==> src/rtl/acbc_pkg.sv <==
// Package for the AES-128 CBC decrypt core: shared types, constants and
// byte-level functions (S-boxes, GF(2^8) helpers). Used by every rtl file.
package acbc_pkg;

  localparam int unsigned HalfW     = 64;
  localparam int unsigned BlockW    = 128;
  localparam int unsigned CfgIdxW   = 2;
  localparam int unsigned RkDepth   = 11;
  localparam int unsigned RkIdxW    = 4;
  localparam int unsigned QDepthDef = 2;

  localparam logic [7:0] GfPoly = 8'h1b;
  localparam logic [7:0] RconFirst = 8'h01;

  localparam logic [CfgIdxW-1:0] REG_KEY_LOW  = 2'd0;
  localparam logic [CfgIdxW-1:0] REG_KEY_HIGH = 2'd1;
  localparam logic [CfgIdxW-1:0] REG_IV_LOW   = 2'd2;
  localparam logic [CfgIdxW-1:0] REG_IV_HIGH  = 2'd3;

  typedef struct packed {
    logic [BlockW-1:0] cipher;
    logic              last;
  } item_t;

  typedef enum logic [1:0] {
    ST_IDLE,
    ST_EXPAND,
    ST_ROUND,
    ST_DONE
  } bst_t;

  typedef logic [7:0] sbox_t [256];

  localparam sbox_t FwdSbox = '{
    8'h63,8'h7c,8'h77,8'h7b,8'hf2,8'h6b,8'h6f,8'hc5,8'h30,8'h01,8'h67,8'h2b,8'hfe,8'hd7,8'hab,8'h76,
    8'hca,8'h82,8'hc9,8'h7d,8'hfa,8'h59,8'h47,8'hf0,8'had,8'hd4,8'ha2,8'haf,8'h9c,8'ha4,8'h72,8'hc0,
    8'hb7,8'hfd,8'h93,8'h26,8'h36,8'h3f,8'hf7,8'hcc,8'h34,8'ha5,8'he5,8'hf1,8'h71,8'hd8,8'h31,8'h15,
    8'h04,8'hc7,8'h23,8'hc3,8'h18,8'h96,8'h05,8'h9a,8'h07,8'h12,8'h80,8'he2,8'heb,8'h27,8'hb2,8'h75,
    8'h09,8'h83,8'h2c,8'h1a,8'h1b,8'h6e,8'h5a,8'ha0,8'h52,8'h3b,8'hd6,8'hb3,8'h29,8'he3,8'h2f,8'h84,
    8'h53,8'hd1,8'h00,8'hed,8'h20,8'hfc,8'hb1,8'h5b,8'h6a,8'hcb,8'hbe,8'h39,8'h4a,8'h4c,8'h58,8'hcf,
    8'hd0,8'hef,8'haa,8'hfb,8'h43,8'h4d,8'h33,8'h85,8'h45,8'hf9,8'h02,8'h7f,8'h50,8'h3c,8'h9f,8'ha8,
    8'h51,8'ha3,8'h40,8'h8f,8'h92,8'h9d,8'h38,8'hf5,8'hbc,8'hb6,8'hda,8'h21,8'h10,8'hff,8'hf3,8'hd2,
    8'hcd,8'h0c,8'h13,8'hec,8'h5f,8'h97,8'h44,8'h17,8'hc4,8'ha7,8'h7e,8'h3d,8'h64,8'h5d,8'h19,8'h73,
    8'h60,8'h81,8'h4f,8'hdc,8'h22,8'h2a,8'h90,8'h88,8'h46,8'hee,8'hb8,8'h14,8'hde,8'h5e,8'h0b,8'hdb,
    8'he0,8'h32,8'h3a,8'h0a,8'h49,8'h06,8'h24,8'h5c,8'hc2,8'hd3,8'hac,8'h62,8'h91,8'h95,8'he4,8'h79,
    8'he7,8'hc8,8'h37,8'h6d,8'h8d,8'hd5,8'h4e,8'ha9,8'h6c,8'h56,8'hf4,8'hea,8'h65,8'h7a,8'hae,8'h08,
    8'hba,8'h78,8'h25,8'h2e,8'h1c,8'ha6,8'hb4,8'hc6,8'he8,8'hdd,8'h74,8'h1f,8'h4b,8'hbd,8'h8b,8'h8a,
    8'h70,8'h3e,8'hb5,8'h66,8'h48,8'h03,8'hf6,8'h0e,8'h61,8'h35,8'h57,8'hb9,8'h86,8'hc1,8'h1d,8'h9e,
    8'he1,8'hf8,8'h98,8'h11,8'h69,8'hd9,8'h8e,8'h94,8'h9b,8'h1e,8'h87,8'he9,8'hce,8'h55,8'h28,8'hdf,
    8'h8c,8'ha1,8'h89,8'h0d,8'hbf,8'he6,8'h42,8'h68,8'h41,8'h99,8'h2d,8'h0f,8'hb0,8'h54,8'hbb,8'h16
  };

  localparam sbox_t InvSbox = '{
    8'h52,8'h09,8'h6a,8'hd5,8'h30,8'h36,8'ha5,8'h38,8'hbf,8'h40,8'ha3,8'h9e,8'h81,8'hf3,8'hd7,8'hfb,
    8'h7c,8'he3,8'h39,8'h82,8'h9b,8'h2f,8'hff,8'h87,8'h34,8'h8e,8'h43,8'h44,8'hc4,8'hde,8'he9,8'hcb,
    8'h54,8'h7b,8'h94,8'h32,8'ha6,8'hc2,8'h23,8'h3d,8'hee,8'h4c,8'h95,8'h0b,8'h42,8'hfa,8'hc3,8'h4e,
    8'h08,8'h2e,8'ha1,8'h66,8'h28,8'hd9,8'h24,8'hb2,8'h76,8'h5b,8'ha2,8'h49,8'h6d,8'h8b,8'hd1,8'h25,
    8'h72,8'hf8,8'hf6,8'h64,8'h86,8'h68,8'h98,8'h16,8'hd4,8'ha4,8'h5c,8'hcc,8'h5d,8'h65,8'hb6,8'h92,
    8'h6c,8'h70,8'h48,8'h50,8'hfd,8'hed,8'hb9,8'hda,8'h5e,8'h15,8'h46,8'h57,8'ha7,8'h8d,8'h9d,8'h84,
    8'h90,8'hd8,8'hab,8'h00,8'h8c,8'hbc,8'hd3,8'h0a,8'hf7,8'he4,8'h58,8'h05,8'hb8,8'hb3,8'h45,8'h06,
    8'hd0,8'h2c,8'h1e,8'h8f,8'hca,8'h3f,8'h0f,8'h02,8'hc1,8'haf,8'hbd,8'h03,8'h01,8'h13,8'h8a,8'h6b,
    8'h3a,8'h91,8'h11,8'h41,8'h4f,8'h67,8'hdc,8'hea,8'h97,8'hf2,8'hcf,8'hce,8'hf0,8'hb4,8'he6,8'h73,
    8'h96,8'hac,8'h74,8'h22,8'he7,8'had,8'h35,8'h85,8'he2,8'hf9,8'h37,8'he8,8'h1c,8'h75,8'hdf,8'h6e,
    8'h47,8'hf1,8'h1a,8'h71,8'h1d,8'h29,8'hc5,8'h89,8'h6f,8'hb7,8'h62,8'h0e,8'haa,8'h18,8'hbe,8'h1b,
    8'hfc,8'h56,8'h3e,8'h4b,8'hc6,8'hd2,8'h79,8'h20,8'h9a,8'hdb,8'hc0,8'hfe,8'h78,8'hcd,8'h5a,8'hf4,
    8'h1f,8'hdd,8'ha8,8'h33,8'h88,8'h07,8'hc7,8'h31,8'hb1,8'h12,8'h10,8'h59,8'h27,8'h80,8'hec,8'h5f,
    8'h60,8'h51,8'h7f,8'ha9,8'h19,8'hb5,8'h4a,8'h0d,8'h2d,8'he5,8'h7a,8'h9f,8'h93,8'hc9,8'h9c,8'hef,
    8'ha0,8'he0,8'h3b,8'h4d,8'hae,8'h2a,8'hf5,8'hb0,8'hc8,8'heb,8'hbb,8'h3c,8'h83,8'h53,8'h99,8'h61,
    8'h17,8'h2b,8'h04,8'h7e,8'hba,8'h77,8'hd6,8'h26,8'he1,8'h69,8'h14,8'h63,8'h55,8'h21,8'h0c,8'h7d
  };

  function automatic logic [7:0] xtime(input logic [7:0] v);
    xtime = {v[6:0], 1'b0} ^ (v[7] ? GfPoly : 8'h00);
  endfunction

  function automatic logic [31:0] inv_mix_col(input logic [31:0] c);
    logic [7:0] a [4];
    logic [7:0] x2 [4];
    logic [7:0] x4 [4];
    logic [7:0] x8 [4];
    logic [7:0] m9 [4];
    logic [7:0] mb [4];
    logic [7:0] md [4];
    logic [7:0] me [4];
    for (int i = 0; i < 4; i++) begin
      a[i]  = c[31-8*i -: 8];
      x2[i] = xtime(a[i]);
      x4[i] = xtime(x2[i]);
      x8[i] = xtime(x4[i]);
      m9[i] = x8[i] ^ a[i];
      mb[i] = x8[i] ^ x2[i] ^ a[i];
      md[i] = x8[i] ^ x4[i] ^ a[i];
      me[i] = x8[i] ^ x4[i] ^ x2[i];
    end
    inv_mix_col = {me[0] ^ mb[1] ^ md[2] ^ m9[3],
                   m9[0] ^ me[1] ^ mb[2] ^ md[3],
                   md[0] ^ m9[1] ^ me[2] ^ mb[3],
                   mb[0] ^ md[1] ^ m9[2] ^ me[3]};
  endfunction

  // Byte k of the state sits at bits 127-8k. InvShiftRows takes row r of
  // column c from column (c - r) mod 4, then every byte passes InvSbox.
  function automatic logic [BlockW-1:0] inv_shift_sub(input logic [BlockW-1:0] s);
    logic [BlockW-1:0] o;
    o = '0;
    for (int c = 0; c < 4; c++) begin
      for (int r = 0; r < 4; r++) begin
        o[BlockW-1-8*(r+4*c) -: 8] = InvSbox[s[BlockW-1-8*(r+4*((c+4-r)%4)) -: 8]];
      end
    end
    inv_shift_sub = o;
  endfunction

  function automatic logic [BlockW-1:0] inv_mix(input logic [BlockW-1:0] s);
    logic [BlockW-1:0] o;
    for (int c = 0; c < 4; c++) begin
      o[BlockW-1-32*c -: 32] = inv_mix_col(s[BlockW-1-32*c -: 32]);
    end
    inv_mix = o;
  endfunction

  // One key expansion step: four words in, next four words out.
  function automatic logic [BlockW-1:0] next_round_key(input logic [BlockW-1:0] k,
                                                       input logic [7:0]        rc);
    logic [31:0] t;
    logic [31:0] w0, w1, w2, w3;
    t  = {FwdSbox[k[23:16]] ^ rc, FwdSbox[k[15:8]], FwdSbox[k[7:0]], FwdSbox[k[31:24]]};
    w0 = k[127:96] ^ t;
    w1 = k[95:64] ^ w0;
    w2 = k[63:32] ^ w1;
    w3 = k[31:0] ^ w2;
    next_round_key = {w0, w1, w2, w3};
  endfunction

endpackage

==> src/rtl/acbc_front.sv <==
// Front part of the CBC decrypt core: takes input beats into a short queue.
// Depends on acbc_pkg for the item type.
module acbc_front #(
  parameter int unsigned QDepth = acbc_pkg::QDepthDef
) (
  input  logic                  clk,
  input  logic                  rst_n,
  input  logic                  in_push,
  output logic                  in_full,
  input  acbc_pkg::item_t       in_item,
  output logic                  q_valid,
  input  logic                  q_take,
  output acbc_pkg::item_t       q_item
);

  localparam int unsigned PtrW = (QDepth > 1) ? $clog2(QDepth) : 1;
  localparam int unsigned CntW = $clog2(QDepth + 1);

  acbc_pkg::item_t      mem_r [QDepth];
  logic [PtrW-1:0]      wr_ptr_r, wr_ptr_nxt;
  logic [PtrW-1:0]      rd_ptr_r, rd_ptr_nxt;
  logic [CntW-1:0]      cnt_r, cnt_nxt;
  logic                 do_push, do_pop;

  assign in_full = (cnt_r == CntW'(QDepth));
  assign q_valid = (cnt_r != '0);
  assign do_push = in_push && !in_full;
  assign do_pop  = q_take && q_valid;
  assign q_item  = mem_r[rd_ptr_r];

  always_comb begin
    wr_ptr_nxt = wr_ptr_r;
    rd_ptr_nxt = rd_ptr_r;
    cnt_nxt    = cnt_r;
    if (do_push) begin
      wr_ptr_nxt = (wr_ptr_r == PtrW'(QDepth - 1)) ? '0 : wr_ptr_r + 1'b1;
    end
    if (do_pop) begin
      rd_ptr_nxt = (rd_ptr_r == PtrW'(QDepth - 1)) ? '0 : rd_ptr_r + 1'b1;
    end
    if (do_push && !do_pop) begin
      cnt_nxt = cnt_r + 1'b1;
    end else if (do_pop && !do_push) begin
      cnt_nxt = cnt_r - 1'b1;
    end
  end

  always_ff @(posedge clk) begin
    if (!rst_n) begin
      wr_ptr_r <= '0;
      rd_ptr_r <= '0;
      cnt_r    <= '0;
    end else begin
      wr_ptr_r <= wr_ptr_nxt;
      rd_ptr_r <= rd_ptr_nxt;
      cnt_r    <= cnt_nxt;
    end
  end

  always_ff @(posedge clk) begin
    if (do_push) begin
      mem_r[wr_ptr_r] <= in_item;
    end
  end

  a_cnt_bound: assert property (@(posedge clk) disable iff (!rst_n)
    cnt_r <= CntW'(QDepth)) else $error("queue count overflow");
  a_cnt_step: assert property (@(posedge clk) disable iff (!rst_n)
    (do_push && !do_pop) |=> cnt_r == $past(cnt_r) + 1'b1) else $error("count step");
  a_empty_ptr: assert property (@(posedge clk) disable iff (!rst_n)
    (cnt_r == '0) |-> (wr_ptr_r == rd_ptr_r)) else $error("pointer mismatch");

endmodule

==> config.mk <==
export PLATFORM = sky130hd
export DESIGN_NAME = acbc_front
export DESIGN_NICKNAME = d
export VERILOG_FILES = /design/src/rtl/acbc_pkg.sv /design/src/rtl/acbc_front.sv
export SDC_FILE = /design/constraint.sdc
export NUM_CORES = 1
export LEC_CHECK = 0
export BUFFER_PORTS_ARGS = -buffer_cell sky130_fd_sc_hd__buf_2
export CAP_MARGIN = 0
export CORE_MARGIN = 2
export CORE_UTILIZATION = 47
export CTS_CLUSTER_SIZE = 24
export DETAILED_ROUTE_END_ITERATION = 10
export PLACE_DENSITY = 0.85
export SYNTH_ARGS = -nofsm -noshare
export SYNTH_HDL_FRONTEND = slang
export SYNTH_SLANG_ARGS = --single-unit
==> constraint.sdc <==
create_clock -name clk -period 6.4 [get_ports clk]
set_input_delay 0.64 -clock clk [delete_from_list [all_inputs] [get_ports clk]]
set_output_delay 0.64 -clock clk [all_outputs]
set_load 0.01 [all_outputs]
==> results.md <==
- Post-synthesis register bit count: 263
- Tcrit/Tclk final: 0.5495
- Final ANT Viol Nets: 0
- CTS resizes: 0
- Slew @ Worst Pin: 1.003 ns
- Final Hold Viols: 0
- Die X: 146.5 µm
- Max_cap viols: 0
- Status: complete, no violations
- Net Sw Power: 1.270 mW
- Final Routed Wirelength: 17,450 µm
- Post-synthesis adder-cell area fraction: 0.001311
- Syn Area/Cell: 22.40 µm²
- Post-synthesis compound-gate area fraction: 0.003410
- Post-Syn Area: 9540 µm²
- Comb pwr share: 0.222
- Drt first-iter violations: 284
- Core ar.: 20,100 µm²
- Largest family of logic cells by synthesized area: multiplexers
- Worst VDD drop: 0.0002962 V
- Worst hold path type: in -> reg
- Die span in y: 146.5 µm
- CTS H-tree depth: 1
- Initial Util: 0.4745
- CTS Buf Count: 26
- Max Clock Freq: 0.2843 GHz
- Setup TNS: 0 ns
- Filler cell count: 1,429
- CTS tree: yes
- Max Slew Vio Count: 0
- GR Util All Layers: 0.1561
- Gpl congestion: 0.7309
- Critical Path AT: 2.88 ns
- Setup Viol. Count Final: 0
- Initial antenna violation count: 3
- Post-layout min period: 3.517 ns
- Layout Skew: 0.01419 ns
- Synth Area in Simple Gates: 0.006033
- Sink Count: 263
- First-pass GRT wire length: 26,530 µm
- Largest net degree at the start of global routing: 75
- Mean number of vias per cell: 4.931
- Router iterations before antenna repair: 6
- Final Cell Area: 11,990 µm²
- Startpoint types: flip-flop
- Multiplexer share of the synthesized area: 0.1523
- Critical Path RT: 5.76 ns
- Nature of the critical path endpoint: output pin
- Power density cells: 401.8 nW/µm²
- Clock tree buffer depth: 3
- DP Area: 11,140 µm²
- Clock slew at reported path FFs: 0.06 ns
- Synth cell types: 22
- Internal: 3.547 mW
- Hold Buf Count CTS: 0
- CP max FO: 65
- Area growth from synthesis to layout: 25.65%
- Leak Pwr: 4.461 nW
- Syn_nets: 560
- Total Power: 4.817 mW
- Share of post-route cells with drive strength above 1: 0.6080
- DR vias: 4,921
- WL per Instance: 17.48 µm
- Io pins: 264
- GR Overflow Total: 0
- DP HPWL: 11,220 µm
- Clock Power Share: 0.305
- Crit Path Category: reg -> out
- Slew HR: 0.3315
- Worst skew pair latency: 0.52 ns
- Sequential fraction of the synthesis area: 0.8226
- RSZ-0062 raised after global routing: false
- Final net count: 841
- Ys Warns: 0
- Reg power frac: 0.472
- Vias in the first global route: 5,157
- Synth Area in XOR/XNOR: 0.002754
- Sw frac: 0.2636
- # DRC: 0
- Mapped Cells: 426
- Die area: 21,450 µm²
- Num rows: 52
- Port-buffer cells: 263
- CTS root buf: clkbuf_16
- Post-CTS Setup Inserts: 0
-- per-layer routing --
metal	wire, µm	vias to the layer above	share of wire	global-route usage
li1	-	2264	-	-
met1	6922	2423	0.40	0.1918
met2	8621	187	0.49	0.2649
met5	22	-	0.0013	0
met3	1337	43	0.077	0.04563
met4	546	4	0.031	0.05631
-- cells by family (layout without fill, tap and decap cells) --
logic type | after synthesis | count (layout)
xor+xnor | 3 | 3
other cells | 0 | 1
compound gates | 5 | 5
fa+ha+maj | 1 | 1
flops | 263 | 263
simple gates | 9 | 9
buf+inv | 16 | 317
mux | 129 | 129
-- registers in the layout, indices dropped and copies added (netlist names), named ones only --
name and flops:
rd_ptr_r 1, mem_r 258, wr_ptr_r 1, cnt_r 2
-- cell usage in the layout (no fill, tap or decap) --
master      count
buf_2         263
edfxtp_1      258
mux2_2        129
clkbuf_16      26
clkinv_2        7
clkbuf_1        4
dfxtp_1         4
buf_4           4
and2_1          3
clkbuf_8        3
inv_1           2
xnor2_1         2
clkinv_1        2
bufinv_16       2
clkinvlp_4      2
diode_2         1
or2_2           1
nand2b_1        1
o21ai_1         1
nor2_1          1
and3_4          1
nor3_4          1
a21boi_0        1
o21a_1          1
xor2_1          1
o21ai_0         1
or3_1           1
a21boi_1        1
ha_1            1
dfxtp_4         1
clkinv_8        1
inv_6           1
-- power by group through the flow --
| stage | Sequential [mW] | Clock (mW) | Combinational (mW) |
|---|---|---|---|
| 3_3_place_gp | 2.30 | 0 | 1.06 |
| 3_5_place_dp | 2.32 | 0 | 1.08 |
| 2_1_floorplan | 2.27 | 0 | 0.737 |
| 4_1_cts | 2.28 | 1.51 | 1.08 |
| 6_report | 2.28 | 1.47 | 1.07 |
| 5_1_grt | 2.30 | 1.58 | 1.15 |
-- worst max-delay path, cell delays in order (launching register included) --
cell and delay (ns):
dfxtp_4 0.89, buf_4 0.77, mux2_2 0.43, buf_2 0.15
-- stage by stage --
step                  util  worst slack, ns  instances  hold slack, ns
floorplan                -           0.1129        426          0.4785
global placement    0.5539            3.376        949          0.5006
detailed placement  0.5539            3.391        949          0.5106
CTS                 0.5962            2.821        997          0.2797
global route        0.5963            2.683        998          0.2789
finish              0.5963            2.883        998          0.3025
-- synth_stat cells, drive strengths merged --
cell type,count,share of area
dfxtp,5,0.010
buf,14,0.011
or3,1,0.00066
ha,1,0.0013
inv,2,0.00079
o21a,1,0.00079
nor2,1,0.00039
xor2,1,0.00092
nand2b,1,0.00066
and2,3,0.0020
a21boi,2,0.0016
mux2,129,0.15
or2,1,0.00066
nor3,1,0.0010
xnor2,2,0.0018
edfxtp,258,0.81
o21ai,2,0.0010
and3,1,0.00066
-- layout make-up --
cell class / instances / area, µm² / area share
sequential: 263 / 7851 / 0.6549
multi-input combinational: 147 / 1593 / 0.1329
timing repair buffer: 267 / 1346 / 0.1123
clock buffer: 33 / 706.9 / 0.05897
tap: 270 / 337.8 / 0.02818
clock inverter: 15 / 142.6 / 0.01190
inverter: 2 / 7.507 / 0.0006262
antenna: 1 / 2.502 / 0.0002087
-- path summary, 6_finish.rpt --
path,from,to,slack [ns],cells past startpoint
setup / recovery,flip-flop,q_item[121],2.88,3
hold / removal,in_item[107],mem_r[0][107],0.30,1
setup reg to reg,cnt_r[0],mem_r[1][96],3.76,3
hold reg to reg,cnt_r[1],cnt_r[1],0.53,2
Power figures use the tool's default switching activity.
